### src/hdl/q2e_pkg.sv
// ----------------------------------------------------------------------------
// q2e_pkg
// Shared types, widths and constants of the quaternion to Euler angle unit.
// ----------------------------------------------------------------------------
package q2e_pkg;

    localparam int DEF_SAMPLE_BITS   = 16;
    localparam int DEF_CORDIC_STAGES = 16;

    localparam int Q15_W    = 16;
    localparam int PROD_W   = 32;
    localparam int OPND_W   = 34;
    localparam int CORDIC_W = 52;
    localparam int ANG_W    = 32;
    localparam int SQ_W     = 62;
    localparam int ROOT_STEPS = 31;
    localparam int OUT_W    = 16;
    localparam int MAX_STAGES = 32;

    localparam logic [ANG_W-1:0] ANG_QUARTER  = 32'h4000_0000;
    localparam logic [ANG_W-1:0] ANG_HALF     = 32'h8000_0000;
    localparam logic [ANG_W-1:0] ANG_MQUARTER = 32'hC000_0000;

    // atan(2^-i) with a full turn equal to 2^32.
    localparam logic [ANG_W-1:0] ATAN_TAB [MAX_STAGES] = '{
        32'd536870912, 32'd316933406, 32'd167458907, 32'd85004756,
        32'd42667331,  32'd21354465,  32'd10679838,  32'd5340245,
        32'd2670163,   32'd1335087,   32'd667544,    32'd333772,
        32'd166886,    32'd83443,     32'd41722,     32'd20861,
        32'd10430,     32'd5215,      32'd2608,      32'd1304,
        32'd652,       32'd326,       32'd163,       32'd81,
        32'd41,        32'd20,        32'd10,        32'd5,
        32'd3,         32'd1,         32'd1,         32'd0
    };

    typedef struct packed {
        logic signed [PROD_W-1:0] ww;
        logic signed [PROD_W-1:0] xx;
        logic signed [PROD_W-1:0] yy;
        logic signed [PROD_W-1:0] zz;
        logic signed [PROD_W-1:0] yz;
        logic signed [PROD_W-1:0] wx;
        logic signed [PROD_W-1:0] wy;
        logic signed [PROD_W-1:0] zx;
        logic signed [PROD_W-1:0] xy;
        logic signed [PROD_W-1:0] wz;
    } prod_t;

    typedef struct packed {
        logic signed [OPND_W-1:0] roll_y;
        logic signed [OPND_W-1:0] roll_x;
        logic signed [OPND_W-1:0] yaw_y;
        logic signed [OPND_W-1:0] yaw_x;
        logic signed [PROD_W-1:0] s;
        logic                     clamped;
    } sums_t;

    typedef struct packed {
        logic [SQ_W-1:0] rem;
        logic [SQ_W-1:0] root;
        sums_t           sums;
    } root_t;

    typedef struct packed {
        logic signed [CORDIC_W-1:0] x;
        logic signed [CORDIC_W-1:0] y;
        logic [ANG_W-1:0]           z;
        logic                       byp;
    } lane_t;

    typedef struct packed {
        lane_t roll;
        lane_t pitch;
        lane_t yaw;
        logic  clamped;
    } rot_t;

    // Special cases, scaling and the pre-rotation into the right half plane.
    function automatic lane_t cordic_prep(input logic signed [OPND_W-1:0] y,
                                          input logic signed [OPND_W-1:0] x);
        lane_t l;
        logic signed [CORDIC_W-1:0] xs;
        logic signed [CORDIC_W-1:0] ys;
        xs = {{(CORDIC_W-OPND_W){x[OPND_W-1]}}, x} <<< 16;
        ys = {{(CORDIC_W-OPND_W){y[OPND_W-1]}}, y} <<< 16;
        l.x   = xs;
        l.y   = ys;
        l.z   = '0;
        l.byp = 1'b0;
        if (x == 0 && y == 0) begin
            l.byp = 1'b1;
        end else if (x == 0) begin
            l.byp = 1'b1;
            l.z   = (y > 0) ? ANG_QUARTER : ANG_MQUARTER;
        end else if (y == 0) begin
            l.byp = 1'b1;
            l.z   = (x > 0) ? '0 : ANG_HALF;
        end else if (x < 0) begin
            if (y > 0) begin
                l.x = ys;
                l.y = -xs;
                l.z = ANG_QUARTER;
            end else begin
                l.x = -ys;
                l.y = xs;
                l.z = ANG_MQUARTER;
            end
        end
        return l;
    endfunction

    function automatic logic [OUT_W-1:0] round_angle(input logic [ANG_W-1:0] z);
        logic [ANG_W-1:0] t;
        t = z + 32'h0000_8000;
        return t[ANG_W-1:ANG_W-OUT_W];
    endfunction

    function automatic logic [OUT_W-1:0] round_pitch(input logic [ANG_W-1:0] z);
        logic signed [ANG_W+1:0] p;
        logic signed [ANG_W+1:0] q;
        p = {{2{z[ANG_W-1]}}, z} + 34'sd32768;
        q = p >>> 16;
        if (q > 34'sd16384) begin
            q = 34'sd16384;
        end else if (q < -34'sd16384) begin
            q = -34'sd16384;
        end
        return q[OUT_W-1:0];
    endfunction

endpackage

### src/hdl/q2e_sqrt_cell.sv
// ----------------------------------------------------------------------------
// q2e_sqrt_cell
// One bit of the restoring integer square root, registered.
// ----------------------------------------------------------------------------
module q2e_sqrt_cell #(
    parameter int STEP = 0
) (
    input  logic           clk,
    input  logic           load,
    input  q2e_pkg::root_t d,
    output q2e_pkg::root_t q
);
    import q2e_pkg::*;

    localparam logic [SQ_W-1:0] BIT = SQ_W'(1) << (60 - 2 * STEP);

    root_t state_reg, state_next;

    always_comb
    begin
        logic [SQ_W-1:0] trial;
        trial = d.root + BIT;
        state_next = d;
        if (d.rem >= trial) begin
            state_next.rem  = d.rem - trial;
            state_next.root = (d.root >> 1) + BIT;
        end else begin
            state_next.root = d.root >> 1;
        end
    end

    always_ff @(posedge clk)
    begin
        if (load)
        begin
            state_reg <= state_next;
        end
    end

    assign q = state_reg;

endmodule

### config.mk
export PLATFORM = sky130hd
export DESIGN_NAME = q2e_sqrt_cell
export DESIGN_NICKNAME = d
export VERILOG_FILES = /design/src/hdl/q2e_pkg.sv /design/src/hdl/q2e_sqrt_cell.sv
export SDC_FILE = /design/constraint.sdc
export NUM_CORES = 1
export LEC_CHECK = 0
export ABC_AREA = 0
export CELL_PAD_IN_SITES_DETAIL_PLACEMENT = 0
export CELL_PAD_IN_SITES_GLOBAL_PLACEMENT = 2
export CORE_AREA = 2 2 229 231
export DETAILED_ROUTE_END_ITERATION = 7
export DIE_AREA = 0 0 231 233
export DONT_BUFFER_PORTS = 1
export PLACE_DENSITY_LB_ADDON = 0.15
export SLEW_MARGIN = 10
export SYNTH_ARGS = -nofsm -noshare
export SYNTH_HDL_FRONTEND = slang
export SYNTH_SLANG_ARGS = --single-unit
### constraint.sdc
create_clock -name clk -period 5.08 [get_ports clk]
set_input_delay 0.254 -clock clk [delete_from_list [all_inputs] [get_ports clk]]
set_output_delay 0.254 -clock clk [all_outputs]
set_load 0.01 [all_outputs]
==> flow_summary_export.csv, run 1 <==
group,metric,value,unit
pwr,leakage,7.22,nW
floorplanning,core,51100,sq um
yosys,synth_top_area_cell,"edfxtp_1",
clocking,cts_resized,0,
yosys,yosys-top-cells-count,"293 x edfxtp_1, 82 x a21oi_1, 74 x inv_1",
floorplanning,pin_count,588,
drt,drt-total-wl,56.7,mm
drt,drcViolationCount,0,
critical_path,critical_path.cell_chain,"dlygate4sd3_1 > inv_1 > ha_1 > fa_1 > nor2b_4 > o21bai_1 > a21oi_1 > o31a_2 > o2111ai_2 > a21oi_2 > a31oi_4 > o21ai_2 > a211oi_4 > buf_12 > mux2_4",
timing,setup_viol,0,
clocking,cts_tree,"built",
final_layout,fin_cells,2002,
yosys,syn_inst,991,
critical_path,cpPeakStageDelay,0.54,ns
timing,max_freq,259,MHz
timing,final_max_slew_viol_count,0,
clocking,hold_buffers,292,
clocking,cts.sinks,293,
critical_path,crit_path_start,"d[231]",
drt,vias_per_cell,4.77,
grt,antenna_found_initial,6,
critical_path,crit_type,"input pin to register",
final_layout,fill_cells,4999,
grt,grtUsageTotal,20.0,%
floorplanning,dieArea,53800,sq um
final_layout,largest_register_ffs,293,
pwr,power_density,376,nW/um^2
clocking,h-tree-depth,2,
critical_path,critPathRequiredTime,5.38,ns
job,maxCapViolations,0,
placement,numPortBuffers,0,
clocking,root_buffer,"clkbuf_16",
critical_path,arrival,4.16,ns
critical_path,endpoint,"q[262]",
final_layout,fin_area,18800,sq um
yosys,syn_area,14000,sq um
timing,period_share,75.9,%
placement,place_congestion,0.979,
pwr,pwr-share-clk,39.3,%
critical_path,start_kind,"input pin",
drt,drtAntennaViolNets,0,
yosys,synth_most_common_cell,"edfxtp_1",
yosys,synth_top_cell_area_share,63.1,%
clocking,cts_setup_buffers,0,
clocking,cts_buffers,38,
grt,grt_remaining_overflow,0,
pwr,seq_power_share,45.8,%
drt,drt_iter0_drc,540,
yosys,ys_async_sr_fraction,0,%
status,outcome,"finished clean",
final_layout,nets,1650,
yosys,synth.area.top_cells,"edfxtp_1 63%, mux2_4 5.9%, ha_1 5.6%, a21oi_1 2.9%, xnor2_1 2.4%",
drt,num_vias,9540,
grt,grt_pass1_wl,76.4,mm
pwr,swShare,27.2,%
yosys,synth_ff_type,"edfxtp_1",
critical_path,cpMaxStageDelayCell,"dlygate4sd3_1",
pwr,combPwrFrac,14.8,%
placement,placed_cells,1636,
pwr,power.internal,0.00515,W
floorplanning,die_x,231,microns
yosys,yosysWarnings,0,
clocking,clkSlewWorstSetupHoldPaths,0.06,ns
drt,drt_first_pass_iters,5,
timing,setup_ws,1.22,ns
final_layout,syn_to_final_growth,34.8,%
floorplanning,initial_utilization,27.3,%
critical_path,worst_setup_path_end_kind,"register",
grt,grt_pass1_vias,10100,
timing,relSlewSlack,46.5,%
final_layout,layout-drive-gt1-share,10.9,%
yosys,synth.distinct_cells,68,
placement,dp_hpwl,40.9,mm
drt,wl_per_cell,28.3,microns
timing,rsz0062_at_grt,"false",
timing,tns,0,ns
pwr,power_switching,0.00192,W
placement,pre_cts_ws,1.05,ns
timing,worstMarginPinSlew,0.796,ns
timing,hold_viol,0,
floorplanning,rows,83,
grt,grt_max_degree,294,
clocking,clock_path_buffers,3,
yosys,yosysSeqAreaShare,63.1,%
yosys,postSynthNetCount,1349,
yosys,syn_area_per_cell,14.1,sq um
yosys,ys_seq_elements,293,
placement,placed_cell_area,14500,sq um
min_path,min_path_type,"input pin to register",
floorplanning,die_h,233,microns
pwr,ir_worst_vdd,197,uV
timing,period_minus_slack,3.86,ns
critical_path,worstPathMaxFanout,64,
yosys,synth-edff-count,293,
-- metal layers --
layer	GRT usage [%]	wire length, microns
met5	0	27
met1	23.1	22000
met3	6.95	4910
met2	34.6	28100
met4	6.27	1670
-- layout by cell type, fill, tap and decap left out, types with 7 or more instances in the layout --
master / synthesis / final
a21oi_1: 82 / 82
mux2_4: 55 / 55
xor2_1: 22 / 22
nand2_1: 63 / 63
o21a_1: 7 / 7
o21ai_0: 43 / 43
o21bai_1: 11 / 11
nand3_1: 11 / 11
ha_1: 62 / 62
a21o_1: 26 / 26
nor3_1: 9 / 9
dlygate4sd3_1: 0 / 292
xnor2_1: 39 / 39
nand4_1: 20 / 20
a31oi_1: 11 / 11
clkbuf_16: 0 / 39
edfxtp_1: 293 / 293
nor2_1: 34 / 34
o211ai_1: 8 / 8
inv_1: 74 / 74
-- final cells by class --
type	instances	area, sq um	share of cell area [%]
well taps	680	851	4.52
diodes	1	2.50	0.0133
clock buffers	44	995	5.29
clock inverters	25	289	1.54
repair buffers	297	3050	16.2
flip-flops and latches	293	8800	46.8
inverters	74	278	1.48
multi-input cells	588	4550	24.2
-- per-stage QoR --
step	hold WS, ns	power, W	util (%)
floorplan	0.353	0.00383	-
detailed placement	0.353	0.00409	28.4
CTS	-0.207	0.00712	36.6
finish	0.0750	0.00707	36.8
global placement	0.353	0.00411	28.4
global route	0.0786	0.00735	36.8
-- worst max-delay path, delay by kind of cell --
kind                     cells  cell delay [ns]
AO/OA/AOI/OAI                8             1.85
buffers and inverters        3             1.06
adder cells (fa/ha/maj)      2             0.49
multiplexers                 1             0.34
AND/OR/NAND/NOR              1             0.06
-- worst min-delay path by stage --
| stage | start | end | slack, ns | cells after the start |
|---|---|---|---|---|
| 2_1_floorplan | d[0] | q[0] | 0.35 | 0 |
| 3_3_place_gp | d[158] | q[158] | 0.35 | 0 |
| 3_5_place_dp | d[167] | q[167] | 0.35 | 0 |
| 4_1_cts | load | q[224] | -0.21 | 0 |
| 5_1_grt | d[170] | q[232] | 0.08 | 2 |
| 6_report | d[170] | q[232] | 0.07 | 2 |
-- power groups by stage --
stage / clock, W / combinational [W] / sequential [W]
CTS: 0.00286 / 0.00101 / 0.00325
global route: 0.00294 / 0.00115 / 0.00326
floorplan: 0 / 0.000651 / 0.00317
detailed placement: 0 / 0.000800 / 0.00329
finish: 0.00278 / 0.00105 / 0.00324
global placement: 0 / 0.000805 / 0.00331
-- logic make-up (layout without fill, tap and decap cells) --
| group | after synthesis | after routing | share of synthesized area (%) |
|---|---|---|---|
| AO/OA/AOI/OAI | 230 | 230 | 10.6 |
| XOR/XNOR | 61 | 61 | 3.83 |
| adder cells (fa/ha/maj) | 63 | 63 | 5.70 |
| buffers and inverters | 110 | 440 | 4.37 |
| flip-flops | 293 | 293 | 63.1 |
| multiplexers | 62 | 62 | 6.46 |
| other | 0 | 1 | 0 |
| AND/OR/NAND/NOR | 172 | 172 | 5.95 |
(Power assumes the default switching activity.)
==> inputs of run 2 (changes only) <==
- clock period: 5.08 -> 3.5 ns (I/O delays scaled with it)
==> flow_summary_export.csv, run 2 (same netlist as run 1, synthesis figures left out) <==
group,metric,value,unit
critical_path,worst_setup_path_end_kind,"register",
pwr,leakage,7.42,nW
critical_path,critPathRequiredTime,3.78,ns
floorplanning,rows,83,
timing,max_freq,301,MHz
drt,wl_met1,22.2,mm
drt,drt_first_pass_iters,5,
floorplanning,core,51100,sq um
grt,grt_max_degree,294,
critical_path,crit_type,"input pin to register",
placement,dp_hpwl,41.8,mm
placement,pre_cts_ws,-0.0252,ns
grt,antenna_found_initial,2,
drt,drcViolationCount,0,
min_path,min_path_type,"input pin to register",
grt,grtUsageTotal,20.3,%
timing,period_minus_slack,3.32,ns
timing,period_share,95.0,%
drt,wl_per_cell,27.5,microns
final_layout,fill_cells,4959,
clocking,cts_tree,"built",
timing,holdWs,-0.237,ns
grt,grt_pass1_wl,78.1,mm
floorplanning,dieArea,53800,sq um
clocking,cts_setup_buffers,0,
min_path,hold_depth,0,
drt,wl_met3,4.55,mm
timing,setup_viol,0,
drt,highest_layer,"met5",
drt,num_vias,9737,
timing,tns,0,ns
critical_path,endpoint,"q[233]",
timing,hold_viol,62,
timing,final_max_slew_viol_count,0,
job,maxCapViolations,0,
status,outcome,"finished with violations",
floorplanning,initial_utilization,27.3,%
final_layout,nets,1709,
clocking,cts.sinks,293,
final_layout,fin_util,37.4,%
clocking,hold_buffers,293,
pwr,ir_worst_vdd,227,uV
clocking,clock_path_buffers,3,
timing,setup_ws,0.176,ns
critical_path,crit_path_start,"d[231]",
floorplanning,die_x,231,microns
timing,relSlewSlack,27.3,%
final_layout,mostFrequentLayoutCells,"293 x dlygate4sd3_1, 293 x edfxtp_1, 82 x a21oi_1",
clocking,h-tree-depth,2,
grt,grt_remaining_overflow,0,
critical_path,worstPathMaxFanout,15,
timing,rsz0062_at_grt,"true",
timing,worstMarginPinSlew,1.09,ns
grt,grt_pass1_vias,10500,
status,violations,"negative hold slack",
final_layout,largest_register_ffs,293,
drt,drt_iter0_drc,473,
drt,wl_met2,28.8,mm
floorplanning,pin_count,588,
clocking,cts_buffers,35,
clocking,clkSlewWorstSetupHoldPaths,0.05,ns
pwr,p_total,0.00988,W
final_layout,syn_to_final_growth,36.8,%
clocking,root_buffer,"clkbuf_16",
pwr,power_density,517,nW/um^2
critical_path,arrival,3.61,ns
floorplanning,die_h,233,microns
placement,place_congestion,0.986,
drt,drtAntennaViolNets,0,
placement,numPortBuffers,0,
drt,vias_per_cell,4.74,
drt,drt-total-wl,56.6,mm
critical_path,start_kind,"input pin",
final_layout,layout-drive-gt1-share,14.5,%
run 2: cell types whose count changed in the layout (fill, tap and decap cells not counted), sizes merged:
cell	change
dlygate4sd3	+1
clkinv	-1
buf	+61
bufinv	-2
clkbuf	-5
run 2: stage by stage:
step                      cells  instance area [sq um]
after floorplan             991                  14000
after global placement     1701                  15000
after CTS                  2055                  19100
after detailed placement   1701                  15000
after global routing       2055                  19100
final                      2056                  19100
run 2: per-layer routing:
metal  up-vias  global-route usage, %
met5         -                      0
li1       4429                      -
met2       437                   36.3
met4         2                   4.29
met1      4806                   23.7
met3        63                   6.47
run 2: how the worst min path moves through the flow:
stage          slack (ns)  startpoint     end
2_1_floorplan        0.27        d[0]    q[0]
3_3_place_gp         0.27        d[4]    q[4]
3_5_place_dp         0.27      d[167]  q[167]
4_1_cts             -0.26        load  q[224]
5_1_grt             -0.26        load  q[224]
6_report            -0.24        load  q[225]
run 2: where the power goes:
group | leakage (nW) | switching (W) | total [W] | internal, W
Clock | 0.536 | 0.00154 | 0.00361 | 0.00207
Combinational | 4.01 | 0.000721 | 0.00156 | 0.000841
Sequential | 2.87 | 0.000410 | 0.00470 | 0.00429
run 2: final cells by class:
| class | count | area (sq um) | area share, % |
|---|---|---|---|
| antenna | 1 | 2.50 | 0.0131 |
| clock buffer | 39 | 891 | 4.67 |
| clock inverter | 22 | 219 | 1.15 |
| inverter | 74 | 278 | 1.46 |
| multi-input combinational | 588 | 4560 | 23.9 |
| sequential | 293 | 8800 | 46.1 |
| tap | 680 | 851 | 4.46 |
| timing repair buffer | 359 | 3490 | 18.3 |
run 2: what timing repair did:
action | in CTS | in global routing
endpoints found under the hold margin | 586 | 293
gates resized for setup | 0 | 3
endpoints found under the setup margin | 0 | 56
run 2: critical path, cell delays in order:
cell and delay [ns]:
dlygate4sd3_1 0.53, inv_1 0.08, ha_1 0.19, fa_1 0.27
nor2b_4 0.06, o21bai_2 0.18, a21oi_1 0.12, o31a_2 0.38
o2111ai_2 0.23, a21oi_2 0.12, a31oi_4 0.20, o21ai_2 0.09
a211oi_4 0.27, buf_12 0.18, buf_12 0.17, mux2_2 0.35
==> inputs of run 3 (changes only) <==
- CORE_AREA: 2 2 229 231 -> 5 5 225 227
- DIE_AREA: 0 0 231 233 -> 0 0 230 232
==> flow_summary_export.csv, run 3 (same netlist as run 1, synthesis figures left out) <==
group,metric,value,unit
status,outcome,"finished with violations",
status,violations,"negative hold slack",
critical_path,arrival,3.57,ns
final_layout,mostFrequentLayoutCells,"293 x dlygate4sd3_1, 293 x edfxtp_1, 82 x a21oi_1",
clocking,h-tree-depth,2,
final_layout,nets,1702,
critical_path,crit_type,"input pin to register",
critical_path,worstPathMaxFanout,20,
grt,grtUsageTotal,19.9,%
pwr,swShare,27.3,%
final_layout,multi_input_area,4550,sq um
pwr,pwr-share-clk,35.8,%
clocking,cts_setup_buffers,0,
min_path,min_path_type,"input pin to register",
grt,top_usage_layer,"met2",
pwr,p_total,0.00972,W
grt,grt_pass1_wl,77.9,mm
grt,use_met2,35.7,%
pwr,power.internal,0.00707,W
critical_path,worst_setup_path_end_kind,"register",
grt,grt_pass1_vias,10500,
final_layout,largest_register_ffs,293,
final_layout,fin_area,18900,sq um
grt,grt_remaining_overflow,0,
pwr,ir_worst_vdd,319,uV
timing,period_minus_slack,3.28,ns
drt,drtAntennaViolNets,0,
floorplanning,die_h,232,microns
timing,max_freq,305,MHz
timing,rsz0062_at_grt,"false",
job,maxCapViolations,0,
placement,place_congestion,0.882,
final_layout,layout-drive-gt1-share,14.2,%
drt,drt_first_pass_iters,5,
min_path,hold_depth,0,
placement,placed_cell_area,14900,sq um
final_layout,syn_to_final_growth,35.5,%
floorplanning,rows,81,
pwr,power_density,514,nW/um^2
drt,drt_iter0_drc,538,
drt,num_vias,9688,
final_layout,antennaDiodeCount,0,
placement,numPortBuffers,0,
clocking,clock_path_buffers,3,
clocking,cts_buffers,37,
final_layout,seq_area,8800,sq um
min_path,min_from,"load",
clocking,root_buffer,"clkbuf_16",
floorplanning,dieArea,53400,sq um
grt,grt_use_met3,5.66,%
final_layout,fin_util,39.0,%
floorplanning,initial_utilization,28.8,%
placement,dp_hpwl,41.2,mm
drt,drcViolationCount,0,
floorplanning,die_x,230,microns
min_path,whs_endpoint,"q[224]",
timing,hold_viol,59,
drt,wl_per_cell,28.3,microns
pwr,seq_power_share,48.4,%
pwr,power_switching,0.00266,W
clocking,hold_buffers,293,
timing,relSlewSlack,22.2,%
grt,antenna_found_initial,0,
timing,tns,0,ns
drt,drt-total-wl,56.4,mm
clocking,cts_tree,"built",
floorplanning,pin_count,588,
timing,final_max_slew_viol_count,0,
grt,grt_max_degree,294,
pwr,combPwrFrac,15.8,%
timing,holdWs,-0.235,ns
clocking,clkSlewWorstSetupHoldPaths,0.05,ns
floorplanning,core,48400,sq um
pwr,leakage,7.38,nW
timing,worstMarginPinSlew,1.17,ns
critical_path,critPathRequiredTime,3.78,ns
drt,vias_per_cell,4.86,
critical_path,start_kind,"input pin",
timing,setup_viol,0,
final_layout,fill_cells,4635,
clocking,cts.sinks,293,
timing,period_share,93.7,%
grt,gr-usage-met1,23.6,%
## run 3: critical path, cell delays in order
cell           delay [ns]
dlygate4sd3_1        0.55
inv_1                0.09
fa_1                 0.27
nor2b_4              0.06
o21bai_1             0.25
a21oi_1              0.14
o31a_2               0.39
o2111ai_2            0.26
a21oi_2              0.13
a31oi_4              0.19
o21ai_2              0.09
a211oi_4             0.27
buf_12               0.16
buf_12               0.19
mux2_4               0.31
## run 3: power groups by stage
stage / clock, W / combinational (W) / sequential [W]
2_1_floorplan: 0 / 0.000945 / 0.00461
3_3_place_gp: 0 / 0.00126 / 0.00481
3_5_place_dp: 0 / 0.00125 / 0.00479
4_1_cts: 0.00361 / 0.00155 / 0.00473
5_1_grt: 0.00378 / 0.00166 / 0.00473
6_report: 0.00348 / 0.00153 / 0.00471
## run 3: layout make-up
class                   instances  share of cell area (%)
multi-input cells             588                    24.1
inverters                      74                    1.47
repair buffers                350                    18.1
clock buffers                  41                    4.98
flip-flops and latches        293                    46.5
clock inverters                25                   0.754
well taps                     622                    4.12
## run 3: repair_timing
action	4_1_cts	5_1_grt
resized for setup	0	1
hold endpoints to repair	586	180
endpoints found under the setup margin	0	2
## run 3: worst max-delay path by stage
stage          startpoint      to  cells after the start
6_report           d[232]  q[254]                     15
5_1_grt            d[232]  q[253]                     15
4_1_cts            d[232]  q[287]                     15
3_5_place_dp       d[231]  q[287]                     15
3_3_place_gp       d[179]  q[287]                     14
2_1_floorplan      d[171]  q[236]                     13
## run 3: metrics by stage
stage | instances | hold slack [ns] | setup slack [ns]
2_1_floorplan | 991 | 0.274 | 0.262
3_3_place_gp | 1634 | 0.274 | -0.0272
3_5_place_dp | 1634 | 0.274 | -0.0868
4_1_cts | 1993 | -0.271 | 0.100
5_1_grt | 1993 | -0.278 | 0.00271
6_report | 1993 | -0.235 | 0.219
## run 3: per-layer routing
layer	routed length (microns)	part of all wire (%)	vias up
met5	0	0	-
met4	1450	2.6	0
met3	3820	6.8	71
met2	28500	51	413
met1	22600	40	4787
li1	-	-	4417
